==> src/hdl/ibdo_ram.sv <==
`timescale 1ns / 1ps
`default_nettype none

module ibdo_ram #(
    parameter int WIDTH = 8,
    parameter int DEPTH = 64
) (
    input  wire logic                     i_clk,
    input  wire logic                     i_we,
    input  wire logic [$clog2(DEPTH)-1:0] i_waddr,
    input  wire logic [WIDTH-1:0]         i_wdata,
    input  wire logic [$clog2(DEPTH)-1:0] i_raddr,
    output logic      [WIDTH-1:0]         o_rdata
);

    logic [WIDTH-1:0] r_mem [DEPTH];

    // one write port, one registered read port
    always_ff @(posedge i_clk) begin
        if (i_we) begin
            r_mem[i_waddr] <= i_wdata;
        end
        o_rdata <= r_mem[i_raddr];
    end

endmodule

`default_nettype wire

==> config.mk <==
export PLATFORM = sky130hd
export DESIGN_NAME = ibdo_ram
export DESIGN_NICKNAME = d
export VERILOG_FILES = /design/src/hdl/ibdo_ram.sv
export SDC_FILE = /design/constraint.sdc
export NUM_CORES = 1
export LEC_CHECK = 0
export BUFFER_PORTS_ARGS = -buffer_cell sky130_fd_sc_hd__buf_2
export CAP_MARGIN = 20
export CORE_MARGIN = 1
export CORE_UTILIZATION = 42
export CTS_BUF_LIST = sky130_fd_sc_hd__clkbuf_8
export DETAILED_ROUTE_END_ITERATION = 16
export PLACE_DENSITY = 0.6
export REMOVE_ABC_BUFFERS = 1
export SETUP_SLACK_MARGIN = 0.02
export SLEW_MARGIN = 25
export SYNTH_ARGS = -nofsm -noshare
export SYNTH_HDL_FRONTEND = slang
export SYNTH_SLANG_ARGS = --single-unit
==> constraint.sdc <==
create_clock -name i_clk -period 5.49 [get_ports i_clk]
set_clock_uncertainty 0.05 [all_clocks]
set_input_delay 0.8235 -clock i_clk [delete_from_list [all_inputs] [get_ports i_clk]]
set_output_delay 0.8235 -clock i_clk [all_outputs]
set_load 0.005 [all_outputs]
==> summary by stage <==
STA
Static timing analysis puts the maximum clock frequency at 326.8 MHz. Setup repair after global routing left no endpoint under its margin. The hold violation total from the final report is 0. The worst slack on hold paths is 0.6346 ns. The clock period minus worst slack is 3.060 ns.

The transition time at the pin with the least slew margin is 1.060 ns. The post-layout worst setup margin is 2.430 ns. The worst pin sits at a relative slew slack of 29.07%. In the finished design, the share of the clock period the worst path needs comes to 55.73%. The number of pins with negative max-slew slack in the final report is 0. Setup violations remaining at the end of the flow were counted as 0. In the final timing run, aggregate negative setup slack is 0 ns.

Drt
The violation count after the first detailed-routing iteration is 905. The routed wire length is 46.01 mm. The final route contains 9801 vias. After detailed routing, the average wire length per cell comes to 27.14 um. The count of nets left with antenna violations after detail routing is 0. The remaining routing DRC violations is 0.

The average via count per standard cell is 5.782. The first detailed-routing pass took 5 iterations.

Synth
After synthesis, the netlist uses 40 different library cells. The predominant post-synthesis flop cell is edfxtp_1. The cell area after synthesis is 0.02017 mm2. After synthesis, flip-flops and latches occupy 77.03% of the total area.

Of all flip-flops after synthesis, the portion carrying an async set or reset was 0%. Dividing the synthesized area by the synthesized cell count gives 21.45 um2. The number of warning messages in the yosys log is 0.

The post-synthesis sequential element count is 520. The synthesized netlist cell count is 940. The number of flops mapped to enable cells by yosys is 512.

Die
30 I/O pins were placed. The core area is 0.04695 mm2. The die covers 0.04890 mm2. For this configuration, the core starts out at a cell density of 42.95%. The floorplan has 79 rows.

The y dimension of the die is 221.1 um. The width of the die is 221.1 um.

Clocking
The H-tree was split into 3 levels. The number of buffers inserted during clock tree synthesis is 83. The post-CTS setup buffer count is 0. Gates resized during post-CTS repair numbered 0. For the worst-skew pair, the clock arrives at the later sink with an insertion delay of 0.65 ns. The count of hold-fix buffers inserted at cts is 0. CTS saw 520 sinks. Clock-pin slew was measured on the worst setup and hold paths at 0.06 ns. TritonCTS built the clock tree. The root buffer cell is clkbuf_8.

In this run the deepest clock path goes through 3 buffers.

Pwr
For this design the ratio of total power to cell area is 351.6 mW/mm2. The design draws 7.902 mW. In this run the static leakage power is 7.060 nW. The worst-case IR drop observed on VDD is 0.2389 mV.

Run status
The run finished with clean final reports.

Finish
0 antenna diodes ended up in the layout. The final core utilization is 47.86%. The final cell area excluding filler cells is 0.02247 mm2. Of the cells placed in the final design, the portion with a size suffix greater than 1 is 26.75%. Registers take 0.01553 mm2. The final standard cell count with taps included and fillers excluded is 1695. From synthesis to final layout, the design area changed by 11.43%.

The multi-input combinational cells in the finished layout cover a total of 0.004315 mm2. The layout has 3842 filler cells. The final net count is 1043.

GRT
The via count of the first global-routing pass is 9770. The number of antenna violations at the first check in global routing is 1. The total global routing overflow is 0.

The largest net degree at the start of global routing is 66. The first-pass GRT wire length is 66.95 mm. In the global route stage, overall resource usage came out at 19.04%.

Placement
The HPWL after detailed placement is 26.75 mm. The number of input and output port buffers inserted is 29. OpenSTA, run right after detailed placement, puts the worst setup slack at 1.770 ns. Routability-driven placement finished with a final weighted congestion of 0.7793. Once placement finished, the instance area stood at 0.02092 mm2. In this run, placement finished with an instance count of 1543.

Critical path
The top fanout value on the critical path is 65. The type of the setup path with the least slack is input pin to flop. The kind of start point of the critical path is an input pin. The endpoint type of the worst setup path is a flop. The data required time at the worst endpoint is 5.94 ns. The arrival time of the worst setup path is 3.51 ns.

Run
The max-capacitance violation count is 0.

Worst hold path
The worst hold path belongs to the class input pin to flop.
[power by group]
group	switching, mW	internal (mW)	total, mW
Combinational	0.254	0.148	0.402
Clock	1.50	1.59	3.09
Sequential	0.0174	4.40	4.41
[metal layers]
metal | track usage (%) | routed length (um)
met1 | 27.55 | 20250
met2 | 28.83 | 21290
met3 | 4.289 | 3474
met4 | 5.978 | 992
met5 | 0 | 0
[Yosys cell counts (all sizes together), types with 3 or more instances]
cell / instances / share of area (%)
mux4: 126 / 14
clkbuf: 17 / 0.32
o21ai: 4 / 0.099
o2111ai: 3 / 0.13
nor3: 7 / 0.17
a221oi: 6 / 0.26
o22ai: 8 / 0.25
edfxtp: 512 / 76
a21oi: 3 / 0.074
dfxtp: 8 / 0.79
a211oi: 4 / 0.15
nand3b: 3 / 0.11
nand2: 19 / 0.35
nor2b: 14 / 0.43
o2bb2ai: 3 / 0.13
nand2b: 7 / 0.22
mux2: 13 / 0.73
nand3: 13 / 0.32
mux2i: 23 / 1.1
a22oi: 3 / 0.11
o221ai: 8 / 0.35
nor2: 83 / 1.5
buf: 34 / 1.3
[cell type report]
class / instances / area share (%)
flip-flops and latches: 520 / 69.13
repair buffers: 47 / 1.409
multi-input cells: 369 / 19.20
clock inverters: 63 / 1.425
well taps: 607 / 3.380
clock buffers: 89 / 5.451
[flip-flops by register name, summed over array words and instances (netlist names)]
register / count
r_mem: 512
o_rdata: 8
[cells in the final DEF (no fill, tap or decap), types with 3 or more instances in the layout]
cell / instances
nand3b_1: 3
a21oi_1: 3
nor2_1: 83
mux2i_1: 23
o221ai_1: 8
nand2_1: 19
inv_1: 32
a22oi_1: 3
mux2_2: 13
nor2b_1: 14
clkbuf_8: 90
o2bb2ai_1: 3
o22ai_1: 8
buf_2: 22
nand2b_1: 7
clkinv_1: 17
buf_4: 23
nor3_1: 7
edfxtp_1: 512
a221oi_1: 6
mux4_2: 126
clkinv_2: 6
o2111ai_1: 3
clkinvlp_4: 5
dfxtp_1: 8
nand3_1: 13
a211oi_1: 4
[path summary, 6_finish.rpt]
path / from / to / slack, ns / cells past startpoint
worst max-delay path: i_raddr[0] / o_rdata[4] / 2.43 / 6
worst min-delay path: i_raddr[5] / o_rdata[1] / 0.63 / 3
worst max register to register: r_mem[24][4] / o_rdata[4] / 3.19 / 5
worst min register to register: r_mem[30][6] / o_rdata[6] / 0.84 / 3
[worst max-delay path, stage by stage]
cell	delay (ns)
clkbuf_8	0.62
buf_4	0.48
mux4_2	0.54
o221a_2	0.27
nor3_1	0.54
o32ai_1	0.18
[kinds of logic (layout without fill, tap and decap cells)]
kind of cell	after synthesis	after routing	synth area share, %
AND/OR/NAND/NOR	153	153	3.387
AO/OA/AOI/OAI	54	54	2.072
buffers and inverters	51	199	1.570
flip-flops	520	520	77.03
multiplexers	162	162	15.94
(Power assumes the default switching activity.)
