==> config.mk <==
export PLATFORM = sky130hd
export DESIGN_NAME = ibdo_cmp
export DESIGN_NICKNAME = d
export VERILOG_FILES = /design/src/hdl/ibdo_pkg.sv /design/src/hdl/ibdo_cmp.sv
export SDC_FILE = /design/constraint.sdc
export NUM_CORES = 1
export LEC_CHECK = 0
export ABC_CLOCK_PERIOD_IN_PS = 7100
export BUFFER_PORTS_ARGS = -buffer_cell sky130_fd_sc_hd__buf_2
export CORE_AREA = 2 2 161 163
export DETAILED_ROUTE_END_ITERATION = 8
export DIE_AREA = 0 0 163 165
export PLACE_DENSITY_LB_ADDON = 0.1
export SLEW_MARGIN = 20
export SYNTH_ARGS = -nofsm -noshare
export SYNTH_HDL_FRONTEND = slang
export SYNTH_SLANG_ARGS = --single-unit
==> constraint.sdc <==
create_clock -name vclk -period 7.1
set_input_delay 1.42 -clock vclk [all_inputs]
set_output_delay 1.42 -clock vclk [all_outputs]
set_load 0.005 [all_outputs]
==> src/hdl/ibdo_pkg.sv <==
`timescale 1ns / 1ps
`default_nettype none

package ibdo_pkg;

    // store sizing
    localparam int MAX_BOXES = 64;
    localparam int HW_LIMIT  = 64;
    localparam int CAPACITY  = (MAX_BOXES < HW_LIMIT) ? MAX_BOXES : HW_LIMIT;
    localparam int IDX_W     = $clog2(HW_LIMIT);
    localparam int COUNT_W   = IDX_W + 1;
    localparam int COORD_W   = 32;
    localparam int TAG_W     = 16;

    // one stored box, as held in the box memory
    typedef struct packed {
        logic [TAG_W-1:0]          tag;
        logic signed [COORD_W-1:0] max_z;
        logic signed [COORD_W-1:0] max_y;
        logic signed [COORD_W-1:0] max_x;
        logic signed [COORD_W-1:0] min_z;
        logic signed [COORD_W-1:0] min_y;
        logic signed [COORD_W-1:0] min_x;
    } t_box;

    localparam int BOX_W = $bits(t_box);

    // outcome of one box against the new box
    typedef struct packed {
        logic behind;
        logic ahead;
    } t_cls;

    // list codes, also used as list slots
    localparam logic [1:0] CLS_BACK  = 2'd0;
    localparam logic [1:0] CLS_FRONT = 2'd1;
    localparam logic [1:0] CLS_PEND  = 2'd2;

endpackage

`default_nettype wire

==> src/hdl/ibdo_cmp.sv <==
`timescale 1ns / 1ps
`default_nettype none

module ibdo_cmp
    import ibdo_pkg::*;
(
    input  wire t_box i_old,
    input  wire t_box i_new,
    output t_cls      o_cls
);

    // stored box behind: its max strictly below the new min on some axis
    assign o_cls.behind = (i_old.max_x < i_new.min_x) ||
                          (i_old.max_y < i_new.min_y) ||
                          (i_old.max_z < i_new.min_z);

    // stored box in front: new max strictly below its min on some axis
    assign o_cls.ahead  = (i_new.max_x < i_old.min_x) ||
                          (i_new.max_y < i_old.min_y) ||
                          (i_new.max_z < i_old.min_z);

endmodule

`default_nettype wire

==> results of run 1 <==
cell families after synthesis:
kind of cell / synth area share (%)
AOI/OAI and AO/OA: 23.5
xor gates and xnor gates: 0.187
adders and majority gates: 49.6
buffers and inverters: 15.4
muxes: 0.213
and+or+nand+nor: 11.1
cell usage after synthesis, types with 3 or more instances:
| cell | instances | area share (%) |
|---|---|---|
| a211oi_1 | 7 | 1.1 |
| and4_1 | 3 | 0.56 |
| a2111oi_0 | 3 | 0.56 |
| nor2_1 | 19 | 1.5 |
| nand2b_1 | 7 | 0.93 |
| o21ai_0 | 19 | 2.0 |
| a21o_1 | 60 | 9.6 |
| nor3_1 | 3 | 0.32 |
| inv_1 | 192 | 15 |
| o211ai_1 | 3 | 0.48 |
| nand2_1 | 20 | 1.6 |
| a21oi_1 | 49 | 5.2 |
| o31ai_1 | 5 | 0.80 |
| nand4_1 | 35 | 4.7 |
| ha_1 | 186 | 50 |
report_power, final:
| group | internal [mW] | switching, mW | leakage, nW |
|---|---|---|---|
| logic | 0.189 | 0.159 | 4.77 |
| clock network | 0 | 0 | 0 |
| registers | 0 | 0 | 0 |
| total | 0.189 | 0.159 | 4.77 |
through the flow:
step	worst slack, ns	hold WS [ns]	power [mW]
3_5_place_dp	2.07	3.42	0.355
5_1_grt	1.95	3.45	0.410
3_3_place_gp	2.10	3.41	0.356
6_report	2.14	3.41	0.347
4_1_cts	2.07	3.43	0.358
2_1_floorplan	2.60	3.13	0.191
worst paths after layout:
| path | start | end | slack, ns | depth (start not counted) |
|---|---|---|---|---|
| setup / recovery | i_old[79] | o_cls[0] | 2.14 | 11 |
| hold / removal | i_new[127] | o_cls[0] | 3.41 | 5 |
area by class of cell:
type	count	area [um2]	share of cell area, %
well taps	330	413	5.87
multi-input cells	451	3970	56.4
repair buffers	386	1930	27.5
inverters	192	721	10.2
per-layer routing:
metal / share of wire (%) / vias to the layer above / wire (um)
met5: 0.075 / - / 13
met4: 0.38 / 2 / 65
met3: 8.8 / 6 / 1520
met2: 50 / 212 / 8650
met1: 41 / 2315 / 7030
li1: - / 3016 / -
==> summary.md, run 1 <==
| Metric | Value |
|---|---|
| Most used cell, CP | `buf_2` |
| Post-CTS resize count | `0` |
| Seq cells | `0` |
| Most common cell after layout, fill and taps aside | `buf_2` |
| Die height | `165 um` |
| Placed cell area | `7030 um2` |
| Pin count of the biggest net entering global routing | `5` |
| Max-cap violations | `0` |
| Register area share after synthesis | `0%` |
| Max FO, Critical Path | `3` |
| Initial drt markers | `138` |
| Die area | `26900 um2` |
| Io pins | `418` |
| Setup bufs post-CTS | `0` |
| Overflow after GRT | `0` |
| Crit end category | `output port` |
| CTS Hold Bufs | `0` |
| Startpoint Class | `primary input` |
| Initial antenna violation count | `1` |
| Proportion of layout cells with a drive suffix above 1 | `37.9%` |
| Ant diodes | `0` |
| Leakage | `4.77 nW` |
| Syn_nets | `1245` |
| GR Util All Layers | `11.9%` |
| GR peak layer | `met2` |
| Final Hold Viols | `0` |
| Arrival @ worst endpoint | `3.54 ns` |
| Fin cells | `1359` |
| Post-Syn Area | `4690 um2` |
| Port bufs | `386` |
| GR Util met3 | `2.39%` |
| Most frequent cells in the layout | `buf_2, inv_1, ha_1, a21o_1, a21oi_1` |
| WP buf/inv | `3` |
| Syn. warnings | `0` |
| Minimum clock period | `4.96 ns` |
| Max-slew violation count | `0` |
| Final GP Congestion | `0.751` |
| HP Class | `primary input to output port` |
| Status | `complete, no violations` |
| Starting density of the core | `18.7%` |
| Drt drc | `0` |
| Synthesized instance count | `643` |
| DR WL/cell | `12.7 um` |
| Final period util | `69.8%` |
| Die width | `163 um` |
| Site Rows | `58` |
| CORE AREA | `25000 um2` |
| Crit-path cells | `buf_2 > inv_1 > ha_1 > nand4_1 > or4_1 > a221oi_2 > a211oi_1 > o21ai_2 > mux2i_1 > o211ai_1 > buf_2` |
| Inst Count DP | `1359` |
| Area delta synth->final | `50.0%` |
| Slew @ Worst Pin | `0.452 ns` |
| Fin Setup TNS | `0 ns` |
| Vias per inst | `4.08` |
| Finished Cell Area | `7030 um2` |
| Detailed Route WL | `17.3 mm` |
| DRT Pass-1 Iters | `4` |
| Setup Crit Path Kind | `primary input to output port` |
| Clock Buffer Count | `0` |
| First-pass GRT wire length | `26.1 mm` |
| Final number of setup-violating endpoints | `0` |
| RSZ-0062 raised after global routing | `no` |
| Synth unique cells | `38` |
| M1 GR Usage | `13.7%` |
| Seq. cell area | `0 um2` |
| WP data required | `5.68 ns` |
| Max incr delay on CP | `0.57 ns` |
| Worst IR drop on VDD | `0.0158 mV` |
| CP delay by family, top | `simple AND/OR/NAND/NOR gates` |
| Nets | `1633` |
| Hpwl dp | `16.9 mm` |
| FILL cells | `2862` |
| Pwr dens | `49.4 nW/um2` |
| Syn_area_per_cell | `7.29 um2` |
| Number of global-route vias before repair | `5637` |
| Post-layout util | `28.1%` |
| Critical path's slowest cell | `or4_1` |
| Final ANT Viol Nets | `0` |
| Met2 global-route usage | `23.7%` |
| Worst rel slew slack | `69.9%` |
| Achievable frequency | `0.202 GHz` |
| Total number of vias | `5551` |
Note: power is estimated with default switching activity, not from simulation.
==> run 2: changes to the inputs <==
--- a/config.mk
+++ b/config.mk
@@ -5,11 +5,11 @@
 export SDC_FILE = /design/constraint.sdc
 export NUM_CORES = 1
 export LEC_CHECK = 0
-export ABC_CLOCK_PERIOD_IN_PS = 7100
+export ABC_CLOCK_PERIOD_IN_PS = 4950
 export BUFFER_PORTS_ARGS = -buffer_cell sky130_fd_sc_hd__buf_2
-export CORE_AREA = 2 2 161 163
+export CORE_AREA = 2 2 163 165
 export DETAILED_ROUTE_END_ITERATION = 8
-export DIE_AREA = 0 0 163 165
+export DIE_AREA = 0 0 165 167
 export PLACE_DENSITY_LB_ADDON = 0.1
 export SLEW_MARGIN = 20
 export SYNTH_ARGS = -nofsm -noshare
==> constraint.sdc (replaced) <==
create_clock -name vclk -period 4.95
set_input_delay 0.99 -clock vclk [all_inputs]
set_output_delay 0.99 -clock vclk [all_outputs]
set_load 0.005 [all_outputs]
==> run 2 against run 1 <==
Global-route usage down 0.64 points. Utilization down 0.72 points. Sequential cell count unchanged. Cell count up 0.74%. Combinational power up 44%. Count of clock-buffer cells in the layout unchanged. Cell area up 0.27%. Non-clock buffer count unchanged. Sequential share of layout area unchanged. Power up 43%. Critical path depth unchanged. Hold slack worse by 0.88 ns. Critical path type unchanged.
==> summary.md, run 2 (synthesized netlist as in run 1, its figures left out) <==
| Metric | Value |
|---|---|
| Status | `complete, no violations` |
| Final number of setup-violating endpoints | `0` |
| Die width | `165 um` |
| Initial drt markers | `78` |
| Hold_ws | `2.53 ns` |
| Worst IR drop on VDD | `0.0262 mV` |
| Site Rows | `59` |
| Port bufs | `386` |
| Startpoint Class | `primary input` |
| Number of global-route vias before repair | `5477` |
| Setup WS post-layout | `0.786 ns` |
| Final ANT Viol Nets | `0` |
| Inst Count DP | `1364` |
| Clock Buffer Count | `0` |
| CTS Hold Bufs | `0` |
| Seq. cell area | `0 um2` |
| Clock power share | `0%` |
| Pin count of the biggest net entering global routing | `5` |
| Achievable frequency | `0.240 GHz` |
| Switching power | `0.227 mW` |
| Most common cell after layout, fill and taps aside | `buf_2` |
| Nets | `1633` |
| WP data required | `3.96 ns` |
| Fin cells | `1369` |
| Setup bufs post-CTS | `0` |
| Setup Crit Path Kind | `primary input to output port` |
| Total number of vias | `5468` |
| First-pass GRT wire length | `25.6 mm` |
| Max-slew violation count | `0` |
| Worst slack, placed | `0.706 ns` |
| Fin Setup TNS | `0 ns` |
| Starting density of the core | `18.2%` |
| Hpwl dp | `16.7 mm` |
| Register share of total power | `0%` |
| Crit end category | `output port` |
| Area delta synth->final | `50.4%` |
| Proportion of layout cells with a drive suffix above 1 | `37.9%` |
| Initial antenna violation count | `5` |
| Final period util | `84.1%` |
| Most frequent cells in the layout | `buf_2, inv_1, ha_1, a21o_1, a21oi_1` |
| Overflow after GRT | `0` |
| CORE AREA | `25800 um2` |
| Arrival @ worst endpoint | `3.17 ns` |
| Max FO, Critical Path | `3` |
| Detailed Route WL | `17.1 mm` |
| Crit path launch | `i_old[79]` |
| DR WL/cell | `12.5 um` |
| Placed cell area | `7040 um2` |
| Max-cap violations | `0` |
| DRT Pass-1 Iters | `4` |
| Launch point of the worst hold path | `i_new[127]` |
| Vias per inst | `3.99` |
| Slew @ Worst Pin | `0.475 ns` |
| Drt drc | `0` |
| Post-layout util | `27.4%` |
| Comb pwr share | `100.0%` |
| Leakage | `4.77 nW` |
| HP Class | `primary input to output port` |
| RSZ-0062 raised after global routing | `no` |
| Final Power | `0.499 mW` |
| Sw frac | `45.5%` |
| Hold-critical path depth | `5` |
| Final Hold Viols | `0` |
| Pwr dens | `70.7 nW/um2` |
| Internal power | `0.272 mW` |
| Final GP Congestion | `0.762` |
| Seq cells | `0` |
| Io pins | `418` |
| Finished Cell Area | `7050 um2` |
| GR Util All Layers | `11.3%` |
| Die height | `167 um` |
| Die area | `27600 um2` |
| Minimum clock period | `4.16 ns` |
| Post-CTS resize count | `0` |
| Worst rel slew slack | `68.2%` |
## run 2: layout make-up
| type | count | area [um2] |
|---|---|---|
| antenna | 5 | 12.5 |
| tap | 335 | 419 |
| inverter | 192 | 721 |
| multi-input combinational | 451 | 3970 |
| fill | 2932 | 18700 |
| timing repair buffer | 386 | 1930 |
## run 2: critical path: stages
cell and delay (ns):
buf_2 0.08, inv_1 0.03, ha_1 0.31, nand4_1 0.16, or4_1 0.58, a221oi_2 0.22
a211oi_1 0.13, o21ai_2 0.17, mux2i_1 0.23, o211ai_1 0.11, buf_2 0.15
## run 2: power by group through the flow
stage / Combinational, mW / Clock, mW / Sequential (mW)
finish: 0.499 / 0.000000135 / 0
global route: 0.586 / 0.000000135 / 0
CTS: 0.512 / 0 / 0
detailed placement: 0.507 / 0 / 0
global placement: 0.509 / 0 / 0
floorplan: 0.273 / 0 / 0
## run 2: per-layer routing
layer / wire length [um] / track usage (%) / part of all wire, %
met1: 7110 / 13.4 / 42
met3: 1520 / 2.27 / 8.9
met2: 8330 / 21.3 / 49
met5: 0 / 0 / 0
met4: 123 / 0.945 / 0.72
## run 2: path summary, 6_finish.rpt
| path | to |
|---|---|
| hold / removal | o_cls[0] |
| setup / recovery | o_cls[0] |
